`src/sv/gpcs_pkg.sv`:
```
// ----------------------------------------------------------------------------
// gpcs_pkg
// Shared types and constants for the gait phase and contact scheduler.
// ----------------------------------------------------------------------------
package gpcs_pkg;

  localparam int TIME_BITS  = 23;
  localparam int DT_BITS    = 16;
  localparam int CFG_T_BITS = 22;
  localparam int RECIP_BITS = 32;
  localparam int Q15_BITS   = 16;
  localparam int MUL_BITS   = TIME_BITS + 2;
  localparam int PROD_BITS  = MUL_BITS + RECIP_BITS;
  localparam int APB_AW     = 4;
  localparam int APB_DW     = 32;

  localparam logic [7:0] START_CODE = 8'd4;

  localparam logic [1:0] PH_STAND = 2'd0;
  localparam logic [1:0] PH_TRANS = 2'd1;
  localparam logic [1:0] PH_STEP  = 2'd2;

  localparam logic [Q15_BITS-1:0] Q15_ONE  = 16'h8000;
  localparam logic [Q15_BITS-1:0] Q15_HALF = 16'h4000;

  localparam logic [1:0] REG_STEP_TIME = 2'd0;
  localparam logic [1:0] REG_DS_TIME   = 2'd1;
  localparam logic [1:0] REG_DS_RECIP  = 2'd2;

  typedef logic [1:0] wmode_t;
  localparam wmode_t WM_FULL  = 2'd0;
  localparam wmode_t WM_FLAT  = 2'd1;
  localparam wmode_t WM_EARLY = 2'd2;
  localparam wmode_t WM_LATE  = 2'd3;

  typedef struct packed {
    logic [7:0]         command;
    logic [DT_BITS-1:0] dt_us;
  } in_t;

  typedef struct packed {
    logic [1:0]          phase;
    logic                stance_first;
    logic [Q15_BITS-1:0] contact_first;
    logic [Q15_BITS-1:0] contact_second;
    logic [TIME_BITS-1:0] step_time_now;
  } out_t;

  typedef struct packed {
    logic [CFG_T_BITS-1:0] step_time_us;
    logic [CFG_T_BITS-1:0] ds_time_us;
    logic [RECIP_BITS-1:0] ds_recip;
  } cfg_t;

  typedef struct packed {
    logic [1:0]           phase;
    logic                 stance;
    logic [TIME_BITS-1:0] t;
    wmode_t               mode;
    logic                 shift17;
    logic [MUL_BITS-1:0]  operand;
  } ctx_t;

endpackage

```
`src/sv/gpcs_cfg.sv`:
```
// ----------------------------------------------------------------------------
// gpcs_cfg
// APB register file: step time, double-support time and its reciprocal.
// ----------------------------------------------------------------------------
module gpcs_cfg (
  input  logic                        clk,
  input  logic                        rst_n,
  input  logic                        psel,
  input  logic                        penable,
  input  logic                        pwrite,
  input  logic [gpcs_pkg::APB_AW-1:0] paddr,
  input  logic [gpcs_pkg::APB_DW-1:0] pwdata,
  output logic [gpcs_pkg::APB_DW-1:0] prdata,
  output logic                        pready,
  output gpcs_pkg::cfg_t              cfg
);
  import gpcs_pkg::*;

  cfg_t       cfg_r;
  cfg_t       cfg_nxt;
  logic [1:0] idx;
  logic       wr_en;

  assign idx    = paddr[APB_AW-1:2];
  assign wr_en  = psel && penable && pwrite;
  assign pready = 1'b1;
  assign cfg    = cfg_r;

  always_comb begin
    cfg_nxt = cfg_r;
    if (wr_en) begin
      unique case (idx)
        REG_STEP_TIME: cfg_nxt.step_time_us = pwdata[CFG_T_BITS-1:0];
        REG_DS_TIME:   cfg_nxt.ds_time_us   = pwdata[CFG_T_BITS-1:0];
        REG_DS_RECIP:  cfg_nxt.ds_recip     = pwdata[RECIP_BITS-1:0];
        default:       cfg_nxt = cfg_r;
      endcase
    end
  end

  always_comb begin
    unique case (idx)
      REG_STEP_TIME: prdata = APB_DW'(cfg_r.step_time_us);
      REG_DS_TIME:   prdata = APB_DW'(cfg_r.ds_time_us);
      REG_DS_RECIP:  prdata = APB_DW'(cfg_r.ds_recip);
      default:       prdata = '0;
    endcase
  end

  always_ff @(posedge clk) begin
    if (!rst_n) begin
      cfg_r.step_time_us <= CFG_T_BITS'(400000);
      cfg_r.ds_time_us   <= '0;
      cfg_r.ds_recip     <= '0;
    end else begin
      cfg_r <= cfg_nxt;
    end
  end

endmodule

```
`src/sv/gpcs_timer.sv`:
```
// ----------------------------------------------------------------------------
// gpcs_timer
// Step time accumulation, phase sequencing, stance swap and window selection.
// ----------------------------------------------------------------------------
module gpcs_timer (
  input  logic           clk,
  input  logic           rst_n,
  input  logic           advance,
  input  gpcs_pkg::in_t  req,
  input  gpcs_pkg::cfg_t cfg,
  output gpcs_pkg::ctx_t ctx
);
  import gpcs_pkg::*;

  logic [1:0]           phase_r, phase_nxt;
  logic [TIME_BITS-1:0] elapsed_r, elapsed_nxt;
  logic                 stance_r, stance_nxt;

  logic                 run;
  logic [TIME_BITS:0]   sum;
  logic [TIME_BITS-1:0] sat;
  logic                 boundary;
  logic [TIME_BITS:0]   dbl_t;
  logic [MUL_BITS-1:0]  late_sum;
  logic [MUL_BITS-1:0]  dbl_step;
  logic                 in_early;
  logic                 in_late;

  assign run      = (req.command == START_CODE) || (phase_r != PH_STAND);
  assign sum      = {1'b0, elapsed_r} + (TIME_BITS+1)'(req.dt_us);
  assign sat      = sum[TIME_BITS] ? '1 : sum[TIME_BITS-1:0];
  assign boundary = run && (sat > TIME_BITS'(cfg.step_time_us));

  always_comb begin
    elapsed_nxt = elapsed_r;
    phase_nxt   = phase_r;
    if (run) begin
      elapsed_nxt = boundary ? '0 : sat;
      if (boundary && (phase_r != PH_STEP)) begin
        phase_nxt = phase_r + 2'd1;
      end
    end
    stance_nxt = (phase_nxt == PH_STEP && boundary) ? ~stance_r : stance_r;
  end

  assign dbl_t    = {elapsed_nxt, 1'b0};
  assign late_sum = {1'b0, dbl_t} + MUL_BITS'(cfg.ds_time_us);
  assign dbl_step = MUL_BITS'({cfg.step_time_us, 1'b0});
  assign in_early = dbl_t <= (TIME_BITS+1)'(cfg.ds_time_us);
  assign in_late  = late_sum >= dbl_step;

  always_comb begin
    ctx.phase   = phase_nxt;
    ctx.stance  = stance_nxt;
    ctx.t       = elapsed_nxt;
    ctx.shift17 = 1'b0;
    ctx.operand = '0;
    if (phase_nxt != PH_STEP) begin
      ctx.mode = WM_FULL;
    end else if (cfg.ds_time_us == '0) begin
      ctx.mode = WM_FLAT;
    end else if (in_early) begin
      ctx.mode    = WM_EARLY;
      ctx.operand = MUL_BITS'(elapsed_nxt);
    end else if (in_late) begin
      ctx.mode    = WM_LATE;
      ctx.shift17 = 1'b1;
      ctx.operand = late_sum - dbl_step;
    end else begin
      ctx.mode = WM_FLAT;
    end
  end

  always_ff @(posedge clk) begin
    if (!rst_n) begin
      phase_r   <= PH_STAND;
      elapsed_r <= '0;
      stance_r  <= 1'b1;
    end else if (advance) begin
      phase_r   <= phase_nxt;
      elapsed_r <= elapsed_nxt;
      stance_r  <= stance_nxt;
    end
  end

endmodule

```
`src/sv/gpcs_weight.sv`:
```
// ----------------------------------------------------------------------------
// gpcs_weight
// Contact weight ramp: reciprocal multiply, saturation and leg assignment.
// ----------------------------------------------------------------------------
module gpcs_weight (
  input  gpcs_pkg::ctx_t                  ctx,
  input  logic [gpcs_pkg::RECIP_BITS-1:0] ds_recip,
  output gpcs_pkg::out_t                  res
);
  import gpcs_pkg::*;

  logic [PROD_BITS-1:0] prod;
  logic [PROD_BITS-1:0] r_raw;
  logic [Q15_BITS-1:0]  r;
  logic [Q15_BITS-1:0]  swing;
  logic [Q15_BITS-1:0]  stance;

  assign prod  = PROD_BITS'(ctx.operand) * PROD_BITS'(ds_recip);
  assign r_raw = ctx.shift17 ? (prod >> 17) : (prod >> 16);
  assign r     = (r_raw > PROD_BITS'(Q15_ONE)) ? Q15_ONE : r_raw[Q15_BITS-1:0];

  always_comb begin
    unique case (ctx.mode)
      WM_FULL: begin
        swing  = Q15_ONE;
        stance = Q15_ONE;
      end
      WM_FLAT: begin
        swing  = '0;
        stance = Q15_ONE;
      end
      WM_EARLY: begin
        swing  = (r >= Q15_HALF) ? '0 : (Q15_HALF - r);
        stance = (r >= Q15_HALF) ? Q15_ONE : (Q15_HALF + r);
      end
      WM_LATE: begin
        swing  = r;
        stance = Q15_ONE - r;
      end
      default: begin
        swing  = '0;
        stance = Q15_ONE;
      end
    endcase
  end

  always_comb begin
    res.phase          = ctx.phase;
    res.stance_first   = ctx.stance;
    res.step_time_now  = ctx.t;
    res.contact_first  = ctx.stance ? swing : stance;
    res.contact_second = ctx.stance ? stance : swing;
  end

endmodule

```
`src/sv/gait_phase_contact_scheduler.sv`:
```
// ----------------------------------------------------------------------------
// gait_phase_contact_scheduler
// Walking gait phase sequencer with double-support contact weight ramps.
// ----------------------------------------------------------------------------
//   port group | direction | carries
//   in_*       | input     | request: command, dt_us
//   out_*      | output    | phase, stance, two Q1.15 contact weights, step time
//   APB        | slave     | step_time_us, ds_time_us, ds_recip at 0x0/0x4/0x8
//
// One request per cycle while in_stall is low; out_valid rises once the request has passed
// the input, timer and result registers. Stages: input register, timer update (state commits
// here), multiply and result. Synchronous active-low reset returns to standing, time zero, stance +1.
// A stalled result holds; upstream stages keep filling until the pipe is full.
// ----------------------------------------------------------------------------
module gait_phase_contact_scheduler (
  input  logic                        clk,
  input  logic                        rst_n,
  input  logic                        in_valid,
  output logic                        in_stall,
  input  gpcs_pkg::in_t               in_data,
  output logic                        out_valid,
  input  logic                        out_stall,
  output gpcs_pkg::out_t              out_data,
  input  logic                        psel,
  input  logic                        penable,
  input  logic                        pwrite,
  input  logic [gpcs_pkg::APB_AW-1:0] paddr,
  input  logic [gpcs_pkg::APB_DW-1:0] pwdata,
  output logic [gpcs_pkg::APB_DW-1:0] prdata,
  output logic                        pready
);
  import gpcs_pkg::*;

  cfg_t cfg;
  in_t  in_r;
  logic in_v_r;
  ctx_t ctx_nxt, ctx_r;
  logic ctx_v_r;
  out_t res_nxt, out_r;
  logic out_v_r;

  logic out_adv;
  logic ctx_adv;
  logic in_adv;
  logic a_fire;

  gpcs_cfg u_cfg (
    .clk     (clk),
    .rst_n   (rst_n),
    .psel    (psel),
    .penable (penable),
    .pwrite  (pwrite),
    .paddr   (paddr),
    .pwdata  (pwdata),
    .prdata  (prdata),
    .pready  (pready),
    .cfg     (cfg)
  );

  assign out_adv  = !out_v_r || !out_stall;
  assign ctx_adv  = !ctx_v_r || out_adv;
  assign in_adv   = !in_v_r || ctx_adv;
  assign a_fire   = in_v_r && ctx_adv;
  assign in_stall = !in_adv;

  gpcs_timer u_timer (
    .clk     (clk),
    .rst_n   (rst_n),
    .advance (a_fire),
    .req     (in_r),
    .cfg     (cfg),
    .ctx     (ctx_nxt)
  );

  gpcs_weight u_weight (
    .ctx      (ctx_r),
    .ds_recip (cfg.ds_recip),
    .res      (res_nxt)
  );

  always_ff @(posedge clk) begin
    if (!rst_n) begin
      in_v_r  <= 1'b0;
      ctx_v_r <= 1'b0;
      out_v_r <= 1'b0;
    end else begin
      if (in_adv) begin
        in_v_r <= in_valid;
      end
      if (ctx_adv) begin
        ctx_v_r <= in_v_r;
      end
      if (out_adv) begin
        out_v_r <= ctx_v_r;
      end
    end
  end

  always_ff @(posedge clk) begin
    if (in_adv && in_valid) begin
      in_r <= in_data;
    end
    if (a_fire) begin
      ctx_r <= ctx_nxt;
    end
    if (out_adv && ctx_v_r) begin
      out_r <= res_nxt;
    end
  end

  assign out_valid = out_v_r;
  assign out_data  = out_r;

`ifndef NO_ASSERTIONS
  a_full_before_step: assert property (@(posedge clk) disable iff (!rst_n)
    (out_valid && out_data.phase != PH_STEP) |->
      (out_data.contact_first == Q15_ONE && out_data.contact_second == Q15_ONE))
    else $error("weights not full before stepping");

  a_weights_sum: assert property (@(posedge clk) disable iff (!rst_n)
    (out_valid && out_data.phase == PH_STEP) |->
      (({1'b0, out_data.contact_first} + {1'b0, out_data.contact_second}) == 17'h08000))
    else $error("stepping weights do not sum to one");

  a_ctx_hold: assert property (@(posedge clk) disable iff (!rst_n)
    (ctx_v_r && !ctx_adv) |=> ($stable(ctx_r) && ctx_v_r))
    else $error("timer stage changed while blocked");
`endif

endmodule
```
`config.mk`:
```
export PLATFORM = sky130hd
export DESIGN_NAME = gait_phase_contact_scheduler
export DESIGN_NICKNAME = d
export VERILOG_FILES = /design/src/sv/gpcs_pkg.sv /design/src/sv/gpcs_cfg.sv /design/src/sv/gpcs_timer.sv /design/src/sv/gpcs_weight.sv /design/src/sv/gait_phase_contact_scheduler.sv
export SDC_FILE = /design/constraint.sdc
export NUM_CORES = 2
export LEC_CHECK = 0
export BUFFER_PORTS_ARGS = -buffer_cell sky130_fd_sc_hd__buf_4
export CAP_MARGIN = 10
export CORE_ASPECT_RATIO = 1.25
export CORE_UTILIZATION = 59
export CTS_CLUSTER_SIZE = 25
export DETAILED_ROUTE_END_ITERATION = 12
export GPL_TIMING_DRIVEN = 0
export PLACE_DENSITY = 0.89
export SLEW_MARGIN = 20
export SYNTH_ARGS = -nofsm -noshare
export SYNTH_HDL_FRONTEND = slang
export SYNTH_SLANG_ARGS = --single-unit
```
`constraint.sdc`:
```
create_clock -name clk -period 9.3 [get_ports clk]
set_clock_uncertainty 0.15 [all_clocks]
set_input_delay 0 -clock clk [delete_from_list [all_inputs] [get_ports clk]]
set_output_delay 0 -clock clk [all_outputs]
set_load 0.03 [all_outputs]
```
Word-level counts from Yosys, hierarchy flattened. Index checks and enable logic that the tools add are counted.

Bits in registers: 241. Latch bits: 0. RAM bits: 0. Memory bits (read-only): 0. Bits of input ports: 67. Output and inout port bits: 93. Memories kept: 0.

Add/sub/neg operators: 7. $mul: 1. Div/mod/pow operators: 0. Order comparisons: 5. Eq/ne operators: 9. Shift-type cells: 0. Muxes and demuxes: 20. Bitwise logic cells: 2. Reductions and logical operators: 28.

Operators with widths (count): 32-bit one-hot mux with 3 select lines (1); 23-bit two-way mux (4); 16-bit two-way mux (5); 16-bit one-hot mux with 4 select lines (1); 57-bit by 16-bit greater-than comparator with 1-bit output (second input constant) (1); 25-bit by 32-bit multiplier with 57-bit output (1); 16-bit one-hot mux with 3 select lines (1); 41-bit two-way mux (1); 26-bit two-way mux (1); 24-bit by 22-bit adder with 25-bit output (1); 25-bit by 23-bit >= comparator with 1-bit output (1); 25-bit by 23-bit subtractor with 25-bit output (1); 23-bit by 16-bit adder with 24-bit output (1); 24-bit by 22-bit less-or-equal comparator with 1-bit output (1); 23-bit by 22-bit greater-than comparator with 1-bit output (1); 22-bit zero test (1); 15-bit by 16-bit adder with 16-bit output (first input constant) (1); 16-bit by 15-bit >= comparator with 1-bit output (second input constant) (1); 15-bit by 16-bit subtractor with 16-bit output (first input constant) (1); 16-bit subtractor (first input constant) (1); 2-bit equality test (second input constant) (4); 8-bit by 3-bit equality test with 1-bit output (second input constant) (1); 1-bit logical AND (8); 2-bit two-way mux (4); 13 further kinds (28).

Logic depth before layout (Yosys ltp).
Depth in word-level cells: 11. Depth in mapped cells: 50. Gate-level depth less buffers: 48.

By module. Synthesis repeated with hierarchy kept, for this count alone.

Cells, all modules: 4846. Area, all modules: 42575.8 µm².

Modules (own cells, without submodules): gpcs_weight (instances 1, cells each 3406, area an instance 28484.8 µm², sequential area each 0.0 µm²); gpcs_timer (instances 1, cells each 912, area an instance 6452.4 µm², sequential area each 520.5 µm²); gait_phase_contact_scheduler (instances 1, cells each 149, area an instance 4210.3 µm², sequential area each 4144.0 µm²); gpcs_cfg (instances 1, cells each 379, area an instance 3428.3 µm², sequential area each 1521.5 µm²).

Worst setup path after synthesis. Ideal clock, no wire load.

Path type: register to register. Start point: reg in_r[1] in the netlist's numbering. End point: reg ctx_r[12] in the netlist's numbering, data pin. Setup time: 0.256 ns. Data arrival time: 8.880 ns. Required time: 8.894 ns. Setup slack: 0.013 ns. Stages on the path, launching flop included: 48. Path buffers: 4. Path through: edfxtp_1 > ha_1 > a21o_1 > a21oi_1 > nor2b_1 > o21a_1 > o41a_1 > a311oi_2 > nor3_1 > nand3_1 > clkbuf_1 > nand2_1 > ha_1 > nor2b_1 > o21a_1 > o21a_1 > o21a_1 > o2111ai_1 > (+12 left out) > a21oi_1 > xnor2_1 > ha_1 > a21o_1 > a21o_1 > a21o_1 > a31oi_1 > o22ai_1 > o311a_1 > o21ai_0 > a21boi_0 > o21ai_0 > o211a_1 > or3b_1 > clkbuf_1 > inv_2 > buf_4 > a22o_1.

RTL lines: from (decl) (line gait_phase_contact_scheduler.sv:35) `in_t in_r;`; from (signal assigned) (line gait_phase_contact_scheduler.sv:101) `in_r <= in_data;`; to (signal assigned) (line gait_phase_contact_scheduler.sv:104) `ctx_r <= ctx_nxt;`; to (decl) (line gait_phase_contact_scheduler.sv:37) `ctx_t ctx_nxt, ctx_r;`.

==> results.json <==
{
  "ys_seq_area_share_pct": 14.97,
  "h-tree-depth": 1,
  "die_height_um": 297.9,
  "p_leak_nw": 23.88,
  "r2r_end": "out_data[40]",
  "core_um2": 69320,
  "reg2reg_depth": 40,
  "synth-edff-count": 136,
  "critical_path.most_common_cell": "buf_6",
  "cp.arrival_ns": 10.04,
  "syn_to_final_growth_pct": 24.15,
  "yosysTopAreaCell": "fa_1",
  "syn_nets": 5814,
  "ys_top_cells_by_count": "859 x inv_1, 719 x nand2_1, 689 x fa_1",
  "cts.sinks": 241,
  "r2r-start": "ctx_r[8]",
  "routed_via_density": 6.264,
  "die_w_um": 238.7,
  "setup_viol": 58,
  "gp_congestion": 1.083,
  "fin_crit_sh_pct": 106.3,
  "final_area_um2": 51310,
  "tightestPinTransition_ns": 1.083,
  "drt_wl_total_um": 171100,
  "drt-initial-drc-count": 3812,
  "post-route-drc-count": 0,
  "track_usage_pct": 48.02,
  "clkSlewWorstSetupHoldPaths_ns": 0.07,
  "regArea_um2": 6264,
  "period_minus_slack_ns": 9.887,
  "die_area_um2": 71120,
  "post-synth-top-count-cell": "inv_1",
  "hold_viol": 7,
  "synth_area_leaders": "fa_1 33%, edfxtp_1 9.9%, ha_1 9.2%",
  "final.setup.tns_ns": -23.81,
  "place_ws_ns": -2.618,
  "crit_required_ns": 9.46,
  "critPathKind": "reg -> reg",
  "wl_per_cell_um": 27.35,
  "dp.cells": 5848,
  "antenna_found_initial": 11,
  "worstHoldStart": "pwrite",
  "fmax_ghz": 0.1011,
  "hold_class": "in -> reg",
  "cts_made_buffers": 25,
  "failed_checks": "negative hold slack, negative setup slack",
  "synth_cell_types": 101,
  "row_count": 108,
  "slowest_stage": "fa_1",
  "cts_max_path_buffers": 3,
  "io_pins": 160,
  "power.density_nw_per_um2": 74.86,
  "clkLatencyLatePin_ns": 0.60,
  "clockRootBuffer": "clkbuf_16",
  "rsz0062_at_grt": "true",
  "hpwl_um": 125700,
  "drtPass1Iterations": 8,
  "grt_pass1_vias": 40360,
  "grt_overflow_total": 0,
  "min_to": "u_cfg.cfg[59]",
  "peakVddDrop_uv": 149.7,
  "tritoncts": "built",
  "start_kind": "register",
  "synth_top_area_share_pct": 33.37,
  "syn_avg_cell_area_um2": 8.694,
  "num_vias": 39180,
  "initial_core_util_pct": 59.62,
  "min_path_cells": 5,
  "synth_flop_cell": "edfxtp_1",
  "drv_slew": 0,
  "final_util_pct": 74.02,
  "grt_max_degree": 54,
  "maxSlewHeadroom_pct": 27.83,
  "crit_path_end_kind": "register",
  "cpPeakStageDelay_ns": 0.58,
  "syn_inst": 4754,
  "syn-cell-area_um2": 41330,
  "postPlaceCellArea_um2": 43800,
  "final_cells": 6255,
  "ys_seq_elements": 241,
  "ys_warn_count": 0,
  "holdWs_ns": -0.01350,
  "multi_input_comb_area_um2": 33210,
  "drive_gt1_share_pct": 20.08,
  "postRouteAntennaNets": 0,
  "nNetsFinal": 6355,
  "cp_max_fo": 6,
  "r2r_slack_ns": -0.59,
  "status": "complete, but fails checks",
  "port_buffers": 154,
  "maxCapViolations": 0,
  "fillCellCount": 4839,
  "fin_ws_ns": -0.5867,
  "synthArstFlopShare_pct": 0,
  "p_total_mw": 3.842,
  "grt_pass1_wl_um": 248100
}
## registers in the layout, indices dropped and copies added (netlist names)
signal	flops
u_timer.phase_r	2
in_v_r	1
out_valid	1
u_timer.elapsed_r	23
ctx_r	54
ctx_v_r	1
in_r	24
u_timer.stance_r	1
out_data	58
u_cfg.cfg	76
## per-layer routing
layer	part of all wire (%)	vias to the layer above	track usage [%]
met3	11	1111	13.91
met2	45	2963	76.36
li1	-	16100	-
met4	13	4	48.34
met1	31	19010	49.66
met5	0.020	-	0
## cells by family after synthesis
family,count (synthesis),share of synthesized area (%)
AO/OA/AOI/OAI,674,10.52
adder cells (fa/ha/maj),993,42.58
buffers and inverters,1107,10.12
XOR/XNOR,81,1.716
multiplexers,43,1.087
AND/OR/NAND/NOR,1614,19.01
flip-flops,241,14.97
other,1,0.009073
## layout make-up
class / count / area share (%)
clock buffers: 31 / 1.341
clock inverters: 14 / 0.2560
multi-input cells: 3406 / 64.72
flip-flops and latches: 241 / 12.21
inverters: 864 / 6.369
well taps: 935 / 2.280
diodes: 7 / 0.03414
plain buffers: 224 / 3.735
repair buffers: 533 / 9.058
## critical path: cells and delay by family, from the launching register on
kind	cells	cell delay (ns)
flops	1	0.43
simple gates	10	1.74
compound gates	8	1.88
fa+ha+maj	9	3.98
xor+xnor	1	0.10
buf+inv	12	1.30
## power breakdown
part / internal [mW] / switching (mW) / leakage (nW)
logic: 0.627 / 0.960 / 21.3
clock network: 0.580 / 0.475 / 0.409
registers: 1.16 / 0.0358 / 2.16
## worst max path at each step
stage               cells past startpoint      endpoint           from  slack, ns
global route                           40  out_data[24]       ctx_r[8]      -0.72
finish                                 40  out_data[40]       ctx_r[8]      -0.59
CTS                                    37  out_data[24]       ctx_r[8]      -0.08
global placement                       37  out_data[30]  u_cfg.cfg[15]      -2.80
detailed placement                     38  out_data[35]  u_cfg.cfg[15]      -2.62
floorplan                              47     ctx_r[12]        in_r[1]       0.01
## what timing repair did
action / CTS / global route
endpoints found under the hold margin: 170 / 0
endpoints found under the setup margin: 60 / 59
gates resized for setup: 733 / 235
gates cloned: 5 / 3
hold buffers: 86 / 0
buffers inserted: 213 / 74
pin swaps: 179 / 163
## cells in the final DEF (no fill, tap or decap), drive strengths merged, types with 8 or more instances in the layout
cell	Yosys	layout
a211oi	37	37
a21boi	12	12
a21o	48	48
a21oi	223	223
a221oi	8	8
a22o	19	19
a22oi	10	10
a311oi	8	8
a31oi	21	21
and2	430	430
and3	28	28
buf	19	481
clkbuf	224	221
clkinv	1	9
dfxtp	105	105
dlygate4sd3	0	86
edfxtp	136	136
fa	689	689
ha	304	304
inv	863	865
mux2i	38	38
nand2	719	719
nand2b	23	23
nand3	47	47
nand4	36	36
nor2	177	177
nor2b	24	24
nor3	54	54
nor4	19	19
o211ai	13	13
o21a	30	30
o21ai	132	132
o21bai	17	17
o22ai	9	9
o31ai	12	12
or2	12	12
or3	17	17
xnor2	50	50
xor2	31	31
No activity file was read; power rests on OpenSTA's default activity.
